$ cat config.mk
export PLATFORM = sky130hd
export DESIGN_NAME = i2c_master_register_access
export DESIGN_NICKNAME = d
export VERILOG_FILES = /design/src/rtl/i2cmra_pkg.sv /design/src/rtl/i2cmra_seq.sv /design/src/rtl/i2c_master_register_access.sv
export SDC_FILE = /design/constraint.sdc
export NUM_CORES = 1
export LEC_CHECK = 0
export BUFFER_PORTS_ARGS = -buffer_cell sky130_fd_sc_hd__buf_2
export CORE_ASPECT_RATIO = 0.6
export CORE_UTILIZATION = 50
export CTS_CLUSTER_DIAMETER = 120
export DETAILED_ROUTE_END_ITERATION = 16
export GPL_TIMING_DRIVEN = 0
export PLACE_DENSITY_LB_ADDON = 0.1
export SLEW_MARGIN = 20
export SYNTH_ARGS = -nofsm -noshare
export SYNTH_HDL_FRONTEND = slang
export SYNTH_SLANG_ARGS = --single-unit
$ cat constraint.sdc
create_clock -name clk -period 6.1 [get_ports clk]
set_clock_uncertainty 0.15 [all_clocks]
set_input_delay 1.525 -clock clk [delete_from_list [all_inputs] [get_ports clk]]
set_output_delay 1.525 -clock clk [all_outputs]
set_load 0.05 [all_outputs]
$ cat src/rtl/i2cmra_pkg.sv
// ----------------------------------------------------------------------------
// i2cmra_pkg
// Types and constants shared by the bit-level I2C register access master.
// ----------------------------------------------------------------------------
package i2cmra_pkg;

  // item kinds
  localparam logic [1:0] KIND_TICK  = 2'd0;
  localparam logic [1:0] KIND_LOAD  = 2'd1;
  localparam logic [1:0] KIND_START = 2'd2;

  // transaction status codes
  localparam logic [1:0] ST_OK       = 2'd0;
  localparam logic [1:0] ST_CHIP_NAK = 2'd1;
  localparam logic [1:0] ST_REG_NAK  = 2'd2;

  localparam int MAX_ADDR_BYTES = 4;
  localparam int READ_LIMIT     = 16;

  typedef struct packed {
    logic [1:0]  kind;
    logic        sda_in;
    logic        is_read;
    logic [6:0]  chip_addr;
    logic [31:0] reg_addr;
    logic [2:0]  addr_len;
    logic [7:0]  data_byte;
    logic [4:0]  byte_count;
  } item_t;

  typedef struct packed {
    logic       scl_level;
    logic       sda_level;
    logic       busy_res;
    logic       read_valid;
    logic [7:0] read_data;
    logic       done_res;
    logic [1:0] status;
    logic [4:0] data_nacks;
  } result_t;

endpackage

$ cat src/rtl/i2cmra_seq.sv
// ----------------------------------------------------------------------------
// i2cmra_seq
// Quarter-bit I2C sequencer: transaction state, write byte buffer and the
// next-state / line-level logic for one item.
// ----------------------------------------------------------------------------
module i2cmra_seq #(
  parameter int BUFFER_DEPTH = 16
) (
  input  logic               clk,
  input  logic               rst,
  input  logic               step,
  input  i2cmra_pkg::item_t   item,
  output i2cmra_pkg::result_t result
);
  import i2cmra_pkg::*;

  localparam int IDX_W  = (BUFFER_DEPTH > 1) ? $clog2(BUFFER_DEPTH) : 1;
  localparam int FILL_W = $clog2(BUFFER_DEPTH + 1);

  typedef enum logic [3:0] {
    PH_IDLE, PH_START, PH_CHIPW, PH_REGADDR, PH_RSTART,
    PH_CHIPR, PH_WDATA, PH_RDATA, PH_STOP
  } phase_t;

  phase_t            phase, phase_next;
  logic [1:0]        quarter, quarter_next;
  logic [3:0]        bit_idx, bit_idx_next;
  logic [7:0]        shift_byte, shift_byte_next;
  logic [FILL_W-1:0] fill, fill_next;
  logic [FILL_W-1:0] rd_ptr, rd_ptr_next;
  logic [4:0]        bytes_left, bytes_left_next;
  logic [2:0]        addr_left, addr_left_next;
  logic [31:0]       req_addr, req_addr_next;
  logic [6:0]        req_chip, req_chip_next;
  logic              req_read, req_read_next;
  logic [4:0]        nack_cnt, nack_cnt_next;
  logic              line_scl, line_scl_next;
  logic              line_sda, line_sda_next;
  logic [1:0]        status, status_next;

  logic [7:0] mem [BUFFER_DEPTH];
  logic [7:0] buf_q;
  logic       wr_en;

  logic       rd_valid;
  logic [7:0] rd_byte;
  logic       done;

  logic       byte_ph;
  logic       lvl;
  logic       go_reg, go_addr_done, go_wdata, go_read;
  logic [1:0] sel;
  logic [2:0] alen;

  always_comb begin
    phase_next      = phase;
    quarter_next    = quarter;
    bit_idx_next    = bit_idx;
    shift_byte_next = shift_byte;
    fill_next       = fill;
    rd_ptr_next     = rd_ptr;
    bytes_left_next = bytes_left;
    addr_left_next  = addr_left;
    req_addr_next   = req_addr;
    req_chip_next   = req_chip;
    req_read_next   = req_read;
    nack_cnt_next   = nack_cnt;
    line_scl_next   = line_scl;
    line_sda_next   = line_sda;
    status_next     = status;
    wr_en           = 1'b0;
    rd_valid        = 1'b0;
    rd_byte         = 8'd0;
    done            = 1'b0;
    go_reg          = 1'b0;
    go_addr_done    = 1'b0;
    go_wdata        = 1'b0;
    go_read         = 1'b0;
    sel             = 2'd0;
    alen            = 3'd0;
    byte_ph = (phase != PH_START) && (phase != PH_RSTART) && (phase != PH_STOP);

    if (phase == PH_START || phase == PH_RSTART) begin
      lvl = 1'b1;
    end else if (phase == PH_STOP) begin
      lvl = 1'b0;
    end else if (bit_idx >= 4'd8) begin
      lvl = (phase == PH_RDATA) ? (bytes_left <= 5'd1) : 1'b1;
    end else begin
      lvl = (phase == PH_RDATA) ? 1'b1 : shift_byte[7];
    end

    if (step) begin
      case (item.kind)
        KIND_TICK: begin
          if (phase != PH_IDLE) begin
            line_scl_next = quarter[1];
            if (quarter == 2'd0) begin
              line_sda_next = line_sda;
            end else if (quarter == 2'd3 && (phase == PH_START || phase == PH_RSTART)) begin
              line_sda_next = 1'b0;
            end else if (quarter == 2'd3 && phase == PH_STOP) begin
              line_sda_next = 1'b1;
            end else begin
              line_sda_next = lvl;
            end
            quarter_next = quarter + 2'd1;

            if (quarter == 2'd3) begin
              if (byte_ph && bit_idx < 4'd8) begin
                shift_byte_next = {shift_byte[6:0],
                                   (phase == PH_RDATA) ? item.sda_in : 1'b0};
                if (phase == PH_RDATA && bit_idx == 4'd7) begin
                  rd_valid = 1'b1;
                  rd_byte  = shift_byte_next;
                end
                bit_idx_next = bit_idx + 4'd1;
              end else if (byte_ph) begin
                // acknowledge slot
                bit_idx_next = 4'd0;
                case (phase)
                  PH_CHIPW, PH_REGADDR: begin
                    if (item.sda_in) begin
                      status_next = (phase == PH_CHIPW) ? ST_CHIP_NAK : ST_REG_NAK;
                      phase_next  = PH_STOP;
                    end else if (addr_left != 3'd0) begin
                      go_reg = 1'b1;
                    end else begin
                      go_addr_done = 1'b1;
                    end
                  end
                  PH_WDATA: begin
                    if (item.sda_in && nack_cnt != 5'd31) begin
                      nack_cnt_next = nack_cnt + 5'd1;
                    end
                    if (bytes_left != 5'd0) begin
                      bytes_left_next = bytes_left - 5'd1;
                    end
                    go_wdata = 1'b1;
                  end
                  PH_CHIPR: begin
                    go_read = 1'b1;
                  end
                  default: begin
                    if (bytes_left != 5'd0) begin
                      bytes_left_next = bytes_left - 5'd1;
                    end
                    go_read = 1'b1;
                  end
                endcase
              end else if (phase == PH_START) begin
                phase_next      = (req_read && addr_left == 3'd0) ? PH_CHIPR : PH_CHIPW;
                shift_byte_next = {req_chip, req_read && addr_left == 3'd0};
                bit_idx_next    = 4'd0;
              end else if (phase == PH_RSTART) begin
                phase_next      = PH_CHIPR;
                shift_byte_next = {req_chip, 1'b1};
                bit_idx_next    = 4'd0;
              end else begin
                phase_next = PH_IDLE;
                fill_next  = '0;
                done       = 1'b1;
              end
            end
          end
        end
        KIND_LOAD: begin
          if (phase == PH_IDLE && fill < FILL_W'(BUFFER_DEPTH)) begin
            wr_en     = 1'b1;
            fill_next = fill + FILL_W'(1);
          end
        end
        KIND_START: begin
          if (phase == PH_IDLE) begin
            alen = (item.addr_len > 3'(MAX_ADDR_BYTES)) ? 3'(MAX_ADDR_BYTES) : item.addr_len;
            if (item.is_read) begin
              bytes_left_next = (item.byte_count > 5'(READ_LIMIT)) ?
                                5'(READ_LIMIT) : item.byte_count;
            end else begin
              bytes_left_next = (int'(item.byte_count) > BUFFER_DEPTH) ?
                                5'(BUFFER_DEPTH) : item.byte_count;
            end
            addr_left_next  = alen;
            req_addr_next   = item.reg_addr;
            req_chip_next   = item.chip_addr;
            req_read_next   = item.is_read;
            nack_cnt_next   = 5'd0;
            status_next     = ST_OK;
            quarter_next    = 2'd0;
            bit_idx_next    = 4'd0;
            shift_byte_next = 8'd0;
            rd_ptr_next     = '0;
            phase_next      = PH_START;
          end
        end
        default: ;
      endcase

      if (go_reg) begin
        addr_left_next  = addr_left - 3'd1;
        sel             = addr_left_next[1:0];
        shift_byte_next = 8'(req_addr >> {sel, 3'b000});
        phase_next      = PH_REGADDR;
      end
      if (go_addr_done) begin
        if (req_read) begin
          phase_next = PH_RSTART;
        end else begin
          go_wdata = 1'b1;
        end
      end
      if (go_wdata) begin
        if (bytes_left_next != 5'd0) begin
          phase_next      = PH_WDATA;
          // entries past the fill level send zero
          shift_byte_next = (rd_ptr < fill) ? buf_q : 8'd0;
          rd_ptr_next     = rd_ptr + FILL_W'(1);
        end else begin
          phase_next = PH_STOP;
        end
      end
      if (go_read) begin
        if (bytes_left_next != 5'd0) begin
          phase_next      = PH_RDATA;
          shift_byte_next = 8'd0;
        end else begin
          phase_next = PH_STOP;
        end
      end
    end
  end

  always_ff @(posedge clk) begin
    if (rst) begin
      phase      <= PH_IDLE;
      quarter    <= 2'd0;
      bit_idx    <= 4'd0;
      shift_byte <= 8'd0;
      fill       <= '0;
      rd_ptr     <= '0;
      bytes_left <= 5'd0;
      addr_left  <= 3'd0;
      req_addr   <= 32'd0;
      req_chip   <= 7'd0;
      req_read   <= 1'b0;
      nack_cnt   <= 5'd0;
      line_scl   <= 1'b1;
      line_sda   <= 1'b1;
      status     <= ST_OK;
    end else begin
      phase      <= phase_next;
      quarter    <= quarter_next;
      bit_idx    <= bit_idx_next;
      shift_byte <= shift_byte_next;
      fill       <= fill_next;
      rd_ptr     <= rd_ptr_next;
      bytes_left <= bytes_left_next;
      addr_left  <= addr_left_next;
      req_addr   <= req_addr_next;
      req_chip   <= req_chip_next;
      req_read   <= req_read_next;
      nack_cnt   <= nack_cnt_next;
      line_scl   <= line_scl_next;
      line_sda   <= line_sda_next;
      status     <= status_next;
    end
  end

  // write buffer; read port prefetches the next byte to send
  always_ff @(posedge clk) begin
    if (wr_en) begin
      mem[fill[IDX_W-1:0]] <= item.data_byte;
    end
  end

  always_ff @(posedge clk) begin
    buf_q <= mem[rd_ptr_next[IDX_W-1:0]];
  end

  always_comb begin
    result.scl_level  = line_scl_next;
    result.sda_level  = line_sda_next;
    result.busy_res   = (phase_next != PH_IDLE);
    result.read_valid = rd_valid;
    result.read_data  = rd_byte;
    result.done_res   = done;
    result.status     = status_next;
    result.data_nacks = nack_cnt_next;
  end

`ifndef ASSERT_OFF
  a_bit_range: assert property (@(posedge clk) disable iff (rst)
    bit_idx <= 4'd8)
    else $error("bit index past acknowledge slot");

  a_idle_aligned: assert property (@(posedge clk) disable iff (rst)
    (phase == PH_IDLE) |-> (quarter == 2'd0 && bit_idx == 4'd0))
    else $error("idle with a partial bit slot");

  a_idle_lines: assert property (@(posedge clk) disable iff (rst)
    (phase == PH_IDLE) |-> (line_scl && line_sda))
    else $error("bus not released while idle");

  a_fill_range: assert property (@(posedge clk) disable iff (rst)
    fill <= FILL_W'(BUFFER_DEPTH))
    else $error("write buffer overfilled");

  a_done_alone: assert property (@(posedge clk) disable iff (rst)
    (step && done) |-> (!rd_valid && phase_next == PH_IDLE))
    else $error("stop completion mixed with read data");
`endif

endmodule

$ cat src/rtl/i2c_master_register_access.sv
// ----------------------------------------------------------------------------
// i2c_master_register_access
// Bit-level I2C master for register reads and writes, one quarter bit per tick.
// ----------------------------------------------------------------------------
// Usage:
//   item / item_valid / item_stall carry commands in: kind 2 opens a
//   transaction (chip, register address, direction, byte count), kind 1
//   loads a write byte while idle, kind 0 is one quarter-bit tick that
//   samples sda_in and advances the bus sequence.
//   result / result_valid / result_stall return one result per item: the
//   SCL and SDA levels to drive, busy, a received byte when read_valid is
//   set, done on the STOP tick, status and the data NACK count.
//   The result is registered behind the one-item input register and the
//   sequencer; one item is taken every cycle while result_stall is low. The
//   sequencer state register is the only loop.
//   Reset idles the bus with both lines high, clears the write buffer fill
//   and status; there is no clearing pass.
//   A stalled result holds in the output register; the one-item input
//   register still takes a transfer while empty, then raises item_stall.
// ----------------------------------------------------------------------------
module i2c_master_register_access #(
  parameter int BUFFER_DEPTH = 16
) (
  input  logic                clk,
  input  logic                rst,
  input  logic                item_valid,
  output logic                item_stall,
  input  i2cmra_pkg::item_t   item,
  output logic                result_valid,
  input  logic                result_stall,
  output i2cmra_pkg::result_t result
);
  import i2cmra_pkg::*;

  logic    hold_valid;
  item_t   hold_item;
  logic    step;
  result_t seq_result;

  assign step       = hold_valid && (!result_valid || !result_stall);
  assign item_stall = hold_valid && !step;

  always_ff @(posedge clk) begin
    if (rst) begin
      hold_valid   <= 1'b0;
      result_valid <= 1'b0;
    end else begin
      if (!item_stall) begin
        hold_valid <= item_valid;
      end
      if (step) begin
        result_valid <= 1'b1;
      end else if (!result_stall) begin
        result_valid <= 1'b0;
      end
    end
  end

  always_ff @(posedge clk) begin
    if (item_valid && !item_stall) begin
      hold_item <= item;
    end
    if (step) begin
      result <= seq_result;
    end
  end

  i2cmra_seq #(
    .BUFFER_DEPTH(BUFFER_DEPTH)
  ) u_seq (
    .clk   (clk),
    .rst   (rst),
    .step  (step),
    .item  (hold_item),
    .result(seq_result)
  );

endmodule
After elaboration in Yosys (flattened, before gate mapping)
Memory sizes are Yosys's and may differ from the RTL's. A register that Yosys moved wholly into a read port is not among the register bits.
Cells that the tools add are included.
{"block": "word_totals", "n_memories": 1, "inputBits": 63, "ramBits": 128, "elab_cells": 272, "register_bits": 166}
{"block": "classes", "n_bitwise": 3, "n_eq_ne": 26, "shifts": 1, "magnitude_cmp": 8, "muxes": 150, "reduce_logical": 42, "addsub": 7}
{"name": "u_seq.mem", "depth": 16, "word_bits": 8, "read_ports": 1, "rd_ports_with_merged_regs": 1, "write_ports": 1, "line_no": "i2cmra_seq.sv:41", "text": "logic [7:0] mem [BUFFER_DEPTH];"}
{"operator": "$mux 5", "n": 30}
{"operator": "$mux 8", "n": 13}
{"operator": "$mux 4", "n": 24}
{"operator": "$mux 1", "n": 58}
{"operator": "$shr 32x5->8", "n": 1}
{"operator": "$pmux 5 s2", "n": 3}
{"operator": "$mux 2", "n": 11}
{"operator": "$eq 4x3->1 const B", "n": 5}
{"operator": "$mux 3", "n": 6}
{"operator": "$pmux 4 s2", "n": 2}
{"operator": "$pmux 8 s2", "n": 1}
{"operator": "$add 5x1->5 const B", "n": 3}
{"operator": "$logic_and 1x1->1", "n": 12}
{"operator": "$gt 5x5->1 const B", "n": 2}
{"operator": "$ne 2x1->1 const B", "n": 5}
{"operator": "$reduce_bool 5->1", "n": 2}
{"operator": "$reduce_and 9->1", "n": 1}
{"operator": "$eq 4x2->1 const B", "n": 2}
{"operator": "$ne 2x2->1 const B", "n": 4}
{"operator": "$pmux 2 s2", "n": 2}
{"operator": "$reduce_and 4->1", "n": 2}
{"operator": "$reduce_bool 2->1", "n": 4}
{"operator": "$reduce_bool 4->1", "n": 2}
{"operator": "$reduce_and 3->1", "n": 2}
{"operator": "31 further kinds", "n": 40}

Logic depth before layout (Yosys ltp)
Gate-level depths: netlist of run 1.
{"block": "depth", "ltp_word": 17, "depth_mapped": 14, "ltp_nobuf": 12}

Hierarchy
From an unflattened synthesis of run 1, not the netlist that was laid out.
{"block": "hier_totals", "cells_unflattened": 1368, "hier_area_um2": 14605.3}
{"module": "i2cmra_seq", "cells_per_inst": 1279, "n_inst": 1, "seq_area_each_um2": 5705.5, "area_per_inst_um2": 12146.6}
{"module": "i2c_master_register_access", "cells_per_inst": 89, "n_inst": 1, "seq_area_each_um2": 2412.3, "area_per_inst_um2": 2458.6}

Worst setup path after synthesis of run 1
Ideal clock, no wire load.
{"block": "synth_path", "kind": "input to register", "from": "input result_stall", "to": "register hold_item[0] (netlist bit) (enable)", "slack_ns": 0.890, "setup_ns": 0.482, "arrival_time_ns": 4.578, "path_stages": 2, "required_time_ns": 5.468, "cell_sequence": "and3_1 > nor2b_1"}
{"block": "synth_between", "elab_chain_cells": 7}
{"element": "start, declared", "line_no": "i2c_master_register_access.sv:30", "text": "input logic result_stall,"}
{"element": "$logic_not 1->1"}
{"element": "$logic_or 1x1->1", "line_no": "i2c_master_register_access.sv:40", "text": "assign step = hold_valid && (!result_valid || !result_stall);"}
{"element": "$logic_and 1x1->1", "line_no": "i2c_master_register_access.sv:40"}
{"element": "$logic_not 1->1", "line_no": "i2c_master_register_access.sv:41", "text": "assign item_stall = hold_valid && !step;"}
{"element": "$logic_and 1x1->1", "line_no": "i2c_master_register_access.sv:41"}
{"element": "$logic_not 1->1", "line_no": "i2c_master_register_access.sv:60", "text": "if (item_valid && !item_stall) begin"}
{"element": "$logic_and 1x1->1", "line_no": "i2c_master_register_access.sv:60"}
{"element": "end signal, assigned", "line_no": "i2c_master_register_access.sv:61", "text": "hold_item <= item;"}
{"element": "end, declared", "line_no": "i2c_master_register_access.sv:36", "text": "item_t hold_item;"}
Every way passes these cells.
A chain may end at the register's enable or synchronous reset.

Worst setup path after layout of run 1
{"block": "layout_path", "from": "register u_seq.phase[1]", "to": "register u_seq.buf_q[1], read port of u_seq.mem"}
{"block": "layout_between", "elab_chain_cells": 13, "word_cells_on_any_way": 44, "classes_between": "eq/ne: 7; mux: 29; reduce/logical: 8"}
{"element": "start, declared", "line_no": "i2cmra_seq.sv:25", "text": "phase_t phase, phase_next;"}
{"element": "start signal, assigned", "line_no": "i2cmra_seq.sv:251", "text": "phase <= phase_next;"}
{"element": "$eq 4x2->1 (tied with other cells)", "line_no": "i2cmra_seq.sv:121", "text": "case (phase)"}
{"element": "$reduce_or 3->1 (no source line) (tied with other cells)"}
{"element": "$mux 5 (tied with other cells)"}
{"element": "$mux 5 (tied with other cells)", "line_no": "i2cmra_seq.sv:118", "text": "end else if (byte_ph) begin"}
{"element": "$mux 5 / $mux 1 (equally long branches)", "line_no": "i2cmra_seq.sv:110", "text": "if (byte_ph && bit_idx < 4'd8) begin"}
{"element": "$mux 5 / $mux 1 (equally long branches)", "line_no": "i2cmra_seq.sv:109", "text": "if (quarter == 2'd3) begin"}
{"element": "$mux 5 / $mux 1 (equally long branches)", "line_no": "i2cmra_seq.sv:96", "text": "if (phase != PH_IDLE) begin"}
{"element": "$pmux 5 s2 / $mux 1 (equally long branches)", "line_no": "i2cmra_seq.sv:94", "text": "case (item.kind)"}
{"element": "$mux 5 (tied with other cells)", "line_no": "i2cmra_seq.sv:93", "text": "if (step) begin"}
{"element": "$reduce_bool 5->1 / $mux 1 (equally long branches)", "line_no": "i2cmra_seq.sv:213, i2cmra_seq.sv:205"}
{"element": "$mux 5 / $mux 1 (equally long branches)", "line_no": "i2cmra_seq.sv:213, i2cmra_seq.sv:93"}
{"element": "$mux 5 (*)", "line_no": "i2cmra_seq.sv:212", "text": "if (go_wdata) begin"}
{"element": "$mux 4 (*)", "line_no": "i2cmra_seq.sv:93"}
{"element": "end, declared", "line_no": "i2cmra_seq.sv:42", "text": "logic [7:0] buf_q;"}
Mark *: on every way between the ends. The rest lies on a longest branch, timed or not. The select of a mux whose other input is x is not followed.

==> reports/results.ini, run 1 <==
[routing]
drt-total-wl_mm=31.7
ant_nets=0
drc=0
vias=8986
drt_iter0_markers=881
dr.pass1.iters=5
routedWlPerCell_um=20.0
vias_per_cell=5.66

[finish]
final_cell_mix=207 x edfxtp_1, 140 x nand2_1, 95 x dfxtp_1
layout_commonest_cell=edfxtp_1
drive_gt1_share_pct=15.3
nets=1295
syn2layout_area_growth_pct=14.0
num-fill-cells=2146

[grt]
antenna_found_initial=2
grt_first_pass_wirelength_mm=48.4
grt_pass1_vias=8242
grt_max_degree=28
grt_use_total_pct=24.1
overflow=0

[die]
initial_core_util_pct=51.0
core_area_sq_um=25400
rows=45
die_w_um=210
pin_count=85
chipHeight_um=127
dieArea_sq_um=26600

[synthesis]
ys_types=70
async_reset_ff_share_pct=0
ys_ff_latch=302
syn_nets=1177
netlist_area_sq_um=13000
yosys_most_used_dff=edfxtp_1
synth-seq-area-share_pct=62.6
syn_area_per_cell_sq_um=11.8
yosys_warnings=0
netlist_instances=1094
synth_edf_count=207

[timing]
fin_crit_sh_pct=76.0
worst_slew_pin_slew_ns=1.08
setup_violations=0
period_needed_ns=4.64
whs_ns=0.303
max-slew-margin-rel_pct=27.7
fmax_mhz=216
setup_slack_ns=1.46
finalHoldViolCount=0
drv_slew=0
rsz0062_at_grt=false

[hold_path]
hold_class=flip-flop to flip-flop

[power_and_ir_drop]
power_density_nw_per_um2=278
leakagePower_nw=4.97
irDropWorstVdd_mv=0.295

[setup_path]
worstPathArrival_ns=4.95
r2r_slack_ns=1.46
path_max_fanout=10
cp.required_ns=6.41
worstSetupPathType=flip-flop to flip-flop
end_kind=flip-flop
critical_path.startpoint_type=flip-flop

[placement]
portBuffers=84
place_hpwl_mm=22.9
gp_congestion=1.01
post-place-ws_ns=1.14

[clocking]
cts_setup_buffers=0
cts_sinks=302
path_clk_slew_ns=0.07
clk_path_buf_depth=3
h-tree-depth=1
cts_hold_buf=0
post_cts_resized=0
worstSkewPairLatency_ns=0.57
cts_buffers=28
cts_tree=done
cts_root_buf=clkbuf_16

[job]
max-cap-violations=0

[run_status]
outcome=finished clean

==> flip-flops by register name (all words and copies together) (netlist names) <==
register,flops
hold_valid,1
u_seq.bit_idx,4
result,20
u_seq.fill,5
hold_item,59
u_seq.phase,4
u_seq.req_chip,7
u_seq.shift_byte,8
u_seq.line_scl,1
u_seq.addr_left,3
u_seq.rd_ptr,5
u_seq.bytes_left,5
result_valid,1
u_seq.req_addr,32
u_seq.status,2
u_seq.quarter,2
u_seq.nack_cnt,5
u_seq.req_read,1
u_seq.buf_q,8
u_seq.line_sda,1
u_seq.mem,128
==> cell families (layout without fill, tap and decap cells) <==
family	Yosys count	after routing	synth area share, %
muxes	88	88	7.67
AOI/OAI and AO/OA	241	241	11.7
other	0	1	0
adders and majority gates	20	20	1.93
DFF	302	302	62.6
buffers and inverters	84	224	2.76
xor gates and xnor gates	3	3	0.203
and+or+nand+nor	356	356	13.1
==> critical path, stage by stage (launching register included) <==
cell	delay (ns)
dfxtp_1	0.37
buf_2	0.21
nor4_2	0.94
o22ai_1	0.24
nor4_2	0.33
nor3_1	0.18
nand3_1	0.23
a22oi_1	0.16
o21ai_1	0.61
or2_2	0.23
clkbuf_1	0.34
o22ai_1	0.22
a211o_1	0.32
==> power by group <==
part           total [W]  switching (W)  internal, W
logic           0.000225       0.000153    0.0000720
registers        0.00226      0.0000331      0.00223
clock network    0.00162       0.000771     0.000849
total            0.00411       0.000958      0.00315
==> stage by stage <==
step	setup TNS [ns]	utilization [%]	cells	total power, W	area (sq um)
after floorplan	0	-	1094	0.00243	13000
after global placement	-35.83	54.4	1530	0.00252	13800
after detailed placement	0	54.8	1533	0.00253	13900
after CTS	0	58.1	1585	0.00413	14800
after global routing	0	58.2	1586	0.00424	14800
final	0	58.2	1587	0.00411	14800
==> per-layer routing <==
layer / GRT usage [%] / up-vias / share of wire (%)
li1: - / 4299 / -
met1: 39.6 / 4334 / 52
met2: 31.0 / 310 / 38
met4: 4.98 / 0 / 1.8
met3: 6.14 / 43 / 8.2
met5: 0 / - / 0
==> synth_stat cells, types with 3 or more instances <==
master	n	area, sq um
a22o_1	10	87.6
o211ai_1	5	37.5
or2_2	6	37.5
nor2b_1	15	93.8
nand4_1	7	43.8
a21o_1	3	22.5
and3_1	7	43.8
mux4_2	8	180
inv_1	21	78.8
nand3_1	17	85.1
nand3b_1	5	37.5
o22ai_1	18	113
mux2_2	11	124
buf_2	10	50.1
a21oi_1	91	455
buf_6	3	33.8
edfxtp_1	207	6220
xnor2_1	3	26.3
a31oi_1	3	18.8
nand2b_1	10	62.6
o311ai_1	3	26.3
nor4_1	5	31.3
dfxtp_1	95	1900
and2_1	10	62.6
clkbuf_1	46	173
nor3_1	24	120
a221oi_1	3	26.3
o32ai_1	8	70.1
a211oi_1	4	30.0
nor2_1	83	312
a22oi_1	15	113
ha_1	20	250
a211o_1	8	70.1
mux2i_1	69	691
nand2_1	140	526
o21ai_0	46	230
or3_1	7	43.8
o31ai_1	3	22.5
==> path summary, 6_finish.rpt <==
kind / startpoint / cells after the start / to
max: u_seq.phase[1]$_SDFF_PP0_ / 12 / u_seq.buf_q[1]$_DFF_P_
min: u_seq.req_addr[17]$_SDFFE_PP0P_ / 2 / u_seq.req_addr[17]$_SDFFE_PP0P_
max reg2reg: u_seq.phase[1]$_SDFF_PP0_ / 12 / u_seq.buf_q[1]$_DFF_P_
min reg2reg: u_seq.req_addr[17]$_SDFFE_PP0P_ / 2 / u_seq.req_addr[17]$_SDFFE_PP0P_
==> cell type report <==
cell class / count / area, sq um / area share (%)
flip-flops and latches: 302 / 8120 / 55.0
multi-input cells: 708 / 4510 / 30.6
clock buffers: 32 / 716 / 4.84
repair buffers: 88 / 495 / 3.35
well taps: 352 / 440 / 2.98
plain buffers: 63 / 280 / 1.90
clock inverters: 20 / 126 / 0.855
inverters: 21 / 78.8 / 0.534
diodes: 1 / 2.50 / 0.0169
(Power assumes the default switching activity.)
==> run 2, diff against run 1 <==
==> constraint.sdc (replaced) <==
create_clock -name clk -period 4.4 [get_ports clk]
set_clock_uncertainty 0.15 [all_clocks]
set_input_delay 1.1 -clock clk [delete_from_list [all_inputs] [get_ports clk]]
set_output_delay 1.1 -clock clk [all_outputs]
set_load 0.05 [all_outputs]
==> run 2 against run 1 <==
Net effect:
- first-iteration DRC count is 30% higher
- sequential power is 39% higher
- core utilization is 0.61 points higher
- critical endpoint is now u_seq.buf_q[3]$_DFF_P_
- largest cell class unchanged
- highest routed layer unchanged
==> reports/results.ini, run 2 (synthesis gave the netlist of run 1 again) <==
[timing]
max-slew-margin-rel_pct=41.9  ; +14 points
finalHoldViolCount=0  ; unchanged
fmax_mhz=233  ; +7.9%
setup_tns_ns=0  ; unchanged
setup_violations=0  ; unchanged
period_needed_ns=4.30  ; -0.338 ns
drv_slew=0  ; unchanged
fin_crit_sh_pct=97.7  ; +22 points
worst_slew_pin_slew_ns=0.868  ; -0.207 ns
rsz0062_at_grt=true

[routing]
wl_met1_mm=16.5  ; +0.21%
dr.pass1.iters=6  ; +1
highest_layer=met4
drc=0  ; unchanged
drt-total-wl_mm=32.3  ; +2.1%
routedWlPerCell_um=20.4  ; +2.1%
wl_met2_mm=12.5  ; +3.9%
ant_nets=0  ; unchanged
vias=9035  ; +0.55%
drt_iter0_markers=1145  ; +30%
vias_per_cell=5.69  ; +0.55%
dr_wl_met3_mm=2.90  ; +12%

[setup_path]
crit_slowest_cell=dfxtp_1
r2r-start=u_seq.bytes_left[0]$_SDFFE_PP0P_
r2r_cells=14  ; +2
slowest_delay_ns=0.45  ; -0.49 ns
worstReg2RegEnd=u_seq.buf_q[3]$_DFF_P_
path_cells=inv_1, ha_1, nor4b_4, or3_1, mux2i_1, a2bb2oi_2, a31oi_4, o211ai_1, buf_6, buf_6, buf_4, mux2i_1, o22ai_1, a211o_1
end_kind=flip-flop
cp.required_ns=4.69  ; -1.72 ns
worstSetupPathType=flip-flop to flip-flop
worstPathArrival_ns=4.59  ; -0.36 ns
critical_path.startpoint_type=flip-flop
path_max_fanout=10  ; unchanged
r2r_slack_ns=0.1  ; -1.36 ns

[finish]
final_cell_mix=207 x edfxtp_1, 140 x nand2_1, 95 x dfxtp_1
layout_commonest_cell=edfxtp_1
drive_gt1_share_pct=17.0  ; +1.7 points
fin_util_pct=58.8  ; +0.61 points
largest_reg_flops=128  ; unchanged
nets=1296  ; +0.077%
syn2layout_area_growth_pct=15.1

[power_and_ir_drop]
combPwrFrac_pct=5.7  ; +0.2 points
p_sw_w=0.00132  ; +38%
intPower_w=0.00447  ; +42%
leakagePower_nw=5.04  ; +1.3%
pwr-share-clk_pct=40.1  ; +0.6 points
pwr-share-seq_pct=54.2  ; -0.9 points
irDropWorstVdd_mv=0.309  ; +4.9%
switching_share_pct=22.8  ; -0.54 points
power_density_nw_per_um2=388  ; +39%

[die]
initial_core_util_pct=51.0  ; unchanged
rows=45  ; unchanged
dieArea_sq_um=26600  ; unchanged
die_w_um=210  ; unchanged
chipHeight_um=127  ; unchanged
core_area_sq_um=25400  ; unchanged
pin_count=85  ; unchanged

[grt]
grt_first_pass_wirelength_mm=49.2  ; +1.7%
overflow=0  ; unchanged
grt_use_total_pct=24.4  ; +0.39 points
antenna_found_initial=2  ; unchanged
grt_max_degree=28  ; unchanged
grt_pass1_vias=8315  ; +0.89%

[placement]
portBuffers=84  ; unchanged
place_hpwl_mm=23.1  ; +0.71%
gp_congestion=0.988  ; -1.9%

[hold_path]
min-delay-start=u_seq.req_addr[14]$_SDFFE_PP0P_
min_to=u_seq.req_addr[14]$_SDFFE_PP0P_
whs_path_depth=2  ; unchanged
hold_class=flip-flop to flip-flop

[clocking]
cts_root_buf=clkbuf_16
cts_hold_buf=0  ; unchanged
path_clk_slew_ns=0.06  ; about the same
cts_buffers=27  ; -3.6%
h-tree-depth=1  ; unchanged
clk_path_buf_depth=3  ; unchanged
worstSkewPairLatency_ns=0.57  ; about the same
cts_sinks=302  ; unchanged
cts_tree=done

[run_status]
outcome=finished clean

[job]
max-cap-violations=0  ; unchanged

## run 2: changes by cell type in the layout (fill, tap and decap cells not counted), sizes merged
cell / change
clkbuf: +6
clkinv: -7
clkinvlp: -2
buf: +3
## run 2: how the worst max path moves through the flow
| stage | from | end | slack (ns) |
|---|---|---|---|
| after CTS | hold_item[58]$_DFFE_PP_ | u_seq.buf_q[0]$_DFF_P_ | 0.06 |
| after floorplan | result_stall | u_seq.buf_q[6]$_DFF_P_ | 0.46 |
| after global routing | u_seq.phase[2]$_SDFF_PP0_ | u_seq.mem[10][1]$_DFFE_PP_ | -0.04 |
| after detailed placement | u_seq.phase[1]$_SDFF_PP0_ | u_seq.buf_q[2]$_DFF_P_ | -0.26 |
| after global placement | result_stall | u_seq.buf_q[0]$_DFF_P_ | -1.38 |
| final | u_seq.bytes_left[0]$_SDFFE_PP0P_ | u_seq.buf_q[3]$_DFF_P_ | 0.1 |
## run 2: power by group through the flow
| stage | Sequential [W] | Combinational, W | Clock, W |
|---|---|---|---|
| after floorplan | 0.00321 | 0.000162 | 0 |
| final | 0.00314 | 0.000330 | 0.00232 |
| after global placement | 0.00320 | 0.000299 | 0 |
| after global routing | 0.00314 | 0.000353 | 0.00247 |
| after detailed placement | 0.00320 | 0.000308 | 0 |
| after CTS | 0.00314 | 0.000313 | 0.00235 |
## run 2: worst max-delay path: cells and delay by family (launching register included)
family	cells	cell delay (ns)
AO/OA/AOI/OAI	5	1.30
adder cells (fa/ha/maj)	1	0.28
buffers and inverters	4	0.80
flip-flops	1	0.45
multiplexers	2	0.57
AND/OR/NAND/NOR	2	0.61
## run 2: what timing repair did
| item | in CTS | in global routing |
|---|---|---|
| resized for setup | 7 | 17 |
| buffers inserted | 0 | 5 |
| hold endpoints to repair | 0 | 0 |
| pin swaps | 0 | 2 |
| setup endpoints to repair | 8 | 8 |
## run 2: area by class of cell
cell class | instances | area [sq um]
timing repair buffer | 92 | 518
buffer | 61 | 280
clock buffer | 39 | 798
antenna | 1 | 2.50
multi-input combinational | 708 | 4620
tap | 352 | 440
clock inverter | 11 | 68.8
inverter | 21 | 78.8
fill | 2111 | 10500
sequential | 302 | 8120
## run 2: metrics by stage
step                hold WS (ns)  cell area, sq um  std cells  total power, W  setup WS [ns]
floorplan                  0.283             13000       1094         0.00337          0.464
global placement           0.290             13800       1530         0.00350          -1.38
global route               0.319             14900       1586         0.00597        -0.0367
detailed placement         0.295             13900       1533         0.00350         -0.262
CTS                        0.304             14800       1583         0.00580         0.0558
finish                     0.301             14900       1587         0.00578         0.0993
## run 2: routing by layer
metal / vias up / GRT usage (%)
met5: - / 0
met4: 0 / 4.68
met3: 44 / 5.17
met2: 394 / 31.6
met1: 4309 / 41.0
li1: 4288 / -
==> run 3, diff against run 2 <==
--- a/config.mk
+++ b/config.mk
@@ -12,6 +12,7 @@
 export DETAILED_ROUTE_END_ITERATION = 16
 export GPL_TIMING_DRIVEN = 0
 export PLACE_DENSITY_LB_ADDON = 0.1
+export SETUP_SLACK_MARGIN = 0.3
 export SLEW_MARGIN = 20
 export SYNTH_ARGS = -nofsm -noshare
 export SYNTH_HDL_FRONTEND = slang
==> run 3 against run 2 <==
Net effect:
- sequential share of layout area fell by 1.4 points
- sequential power hardly changed
- total power grew 0.57%
- first-iteration DRC count is 5.2% lower
- final area rose by 2.7%
- worst hold slack hardly changed
- count of clock-buffer cells in the layout is the same
- via count rose by 1.6%
- clock power barely moved
- critical path depth fell by 1
- wire length rose by 1.9%
==> reports/results.ini, run 3 (synthesis gave the netlist of run 1 again) <==
[setup_path]
end_kind=flip-flop
path_depth=13  ; -1
cp_top_family=compound AO/OA/AOI/OAI gates
critical_path.startpoint_type=flip-flop
r2r_cells=13  ; -1
cp.required_ns=4.69  ; about the same
critPathBufInv=4  ; unchanged
crit_slowest_cell=o41a_1
slowest_delay_ns=0.52  ; +0.07 ns
worstSetupPathType=flip-flop to flip-flop
crit_top_cell=buf_6
path_max_fanout=10  ; unchanged
path_cells=o41a_1, or2_0, clkbuf_2, a22oi_2, and4bb_2, a31oi_4, o211ai_1, buf_6, buf_6, buf_6, mux2i_2, o22ai_2, a211o_1
worstPathArrival_ns=4.31  ; -0.28 ns

[timing]
finalHoldViolCount=0  ; unchanged
rsz0062_at_grt=false
fin_crit_sh_pct=91.4  ; -6.3 points
period_needed_ns=4.02  ; -0.278 ns
fmax_mhz=249  ; +6.9%
drv_slew=0  ; unchanged
setup_tns_ns=0  ; unchanged
max-slew-margin-rel_pct=44.0  ; +2.1 points
setup_violations=0  ; unchanged
worst_slew_pin_slew_ns=0.840  ; -0.0280 ns

[clocking]
cts_buffers=27  ; unchanged
clk_path_buf_depth=3  ; unchanged
cts_sinks=302  ; unchanged
cts_hold_buf=0  ; unchanged
cts_root_buf=clkbuf_16
h-tree-depth=1  ; unchanged
cts_tree=done
path_clk_slew_ns=0.07  ; about the same
worstSkewPairLatency_ns=0.58  ; about the same

[die]
core_area_sq_um=25400  ; unchanged
die_w_um=210  ; unchanged
pin_count=85  ; unchanged
initial_core_util_pct=51.0  ; unchanged
chipHeight_um=127  ; unchanged
rows=45  ; unchanged
dieArea_sq_um=26600  ; unchanged

[power_and_ir_drop]
intPower_w=0.00448  ; +0.29%
p_sw_w=0.00134  ; +1.5%
switching_share_pct=23.0  ; +0.22 points
leakagePower_nw=5.18  ; +2.8%
power_density_nw_per_um2=380  ; -2.1%
combPwrFrac_pct=6.1  ; +0.4 points
pwr-share-seq_pct=53.9  ; -0.3 points
pwr-share-clk_pct=39.9  ; -0.2 points
irDropWorstVdd_mv=0.309  ; about the same
p_total_w=0.00582  ; +0.57%

[routing]
drt_iter0_markers=1086  ; -5.2%
dr.pass1.iters=5  ; -1
vias_per_cell=5.73  ; +0.62%
ant_nets=0  ; unchanged
vias=9183  ; +1.6%
routedWlPerCell_um=20.5  ; +0.85%
drt-total-wl_mm=32.9  ; +1.9%
drc=0  ; unchanged

[job]
max-cap-violations=0  ; unchanged

[grt]
overflow=0  ; unchanged
antenna_found_initial=2  ; unchanged
grt_max_degree=28  ; unchanged
grt_first_pass_wirelength_mm=49.4  ; +0.36%
grt_use_total_pct=24.5  ; +0.074 points
grt_pass1_vias=8344  ; +0.35%

[hold_path]
hold_class=flip-flop to flip-flop
whs_path_depth=2  ; unchanged

[finish]
syn2layout_area_growth_pct=18.2
drive_gt1_share_pct=21.4  ; +4.4 points
stdcell_area_sq_um=15300  ; +2.7%
fin_util_pct=60.4  ; +1.6 points
final_cell_mix=207 x edfxtp_1, 139 x nand2_1, 93 x dfxtp_1
num-fill-cells=2067  ; -2.1%
nets=1312  ; +1.2%
layout_commonest_cell=edfxtp_1
largest_reg_flops=128  ; unchanged

[placement]
place_hpwl_mm=23.1  ; unchanged
placed_area_sq_um=13900  ; unchanged
gp_congestion=0.988  ; unchanged
portBuffers=84  ; unchanged

[run_status]
outcome=finished clean

run 3: cell count changes in the layout (fill, tap and decap cells not counted), sizes merged:
cell           delta
clkbuf            +2
buf              +13
clkdlybuf4s15     +1
run 3: power groups by stage:
| stage | combinational, W | clock, W | sequential [W] |
|---|---|---|---|
| 2_1_floorplan | 0.000162 | 0 | 0.00321 |
| 3_3_place_gp | 0.000299 | 0 | 0.00320 |
| 3_5_place_dp | 0.000308 | 0 | 0.00320 |
| 4_1_cts | 0.000321 | 0.00235 | 0.00314 |
| 5_1_grt | 0.000381 | 0.00247 | 0.00314 |
| 6_report | 0.000358 | 0.00232 | 0.00314 |
run 3: worst paths after layout:
check	end	from	slack, ns
min reg2reg	u_seq.req_addr[14]$_SDFFE_PP0P_	u_seq.req_addr[14]$_SDFFE_PP0P_	0.30
max reg2reg	u_seq.buf_q[3]$_DFF_P_	u_seq.phase[1]$_SDFF_PP0_	0.38
max	u_seq.buf_q[3]$_DFF_P_	u_seq.phase[1]$_SDFF_PP0_	0.38
min	u_seq.req_addr[14]$_SDFFE_PP0P_	u_seq.req_addr[14]$_SDFFE_PP0P_	0.30
run 3: stage by stage:
| stage | std cells | hold WS [ns] | setup WS [ns] |
|---|---|---|---|
| after floorplan | 1094 | 0.283 | 0.464 |
| after global placement | 1530 | 0.290 | -1.38 |
| after detailed placement | 1533 | 0.295 | -0.262 |
| after CTS | 1589 | 0.304 | 0.293 |
| after global routing | 1602 | 0.319 | 0.235 |
| final | 1603 | 0.300 | 0.377 |
run 3: area by class of cell:
class                           count  area, sq um  area share [%]
Antenna cell                        1         2.50          0.0163
Buffer                             63          320            2.09
Clock buffer                       39          798            5.21
Clock inverter                     11         68.8           0.449
Inverter                           21         83.8           0.547
Multi-Input combinational cell    708         4870            31.7
Sequential cell                   302         8120            53.0
Tap cell                          352          440            2.87
Timing Repair Buffer              106          623            4.07
run 3: what timing repair did:
item                       4_1_cts  5_1_grt
setup endpoints to repair       17      137
pin swaps                        3       11
setup buffers                    6       13
gates resized for setup         25       77
cloned                           0        0
run 3: routing by layer:
| metal | part of all wire [%] | GRT usage, % |
|---|---|---|
| met1 | 51 | 41.2 |
| met2 | 40 | 31.7 |
| met3 | 8.6 | 5.05 |
| met4 | 1.2 | 4.81 |
| met5 | 0 | 0 |
run 3: worst register-to-register path, cell delays in order (launching register included):
cell,delay [ns]
dfxtp_1,0.39
o41a_1,0.52
or2_0,0.23
clkbuf_2,0.22
a22oi_2,0.25
and4bb_2,0.34
a31oi_4,0.14
o211ai_1,0.35
buf_6,0.18
buf_6,0.18
buf_6,0.22
mux2i_2,0.31
o22ai_2,0.12
a211o_1,0.30
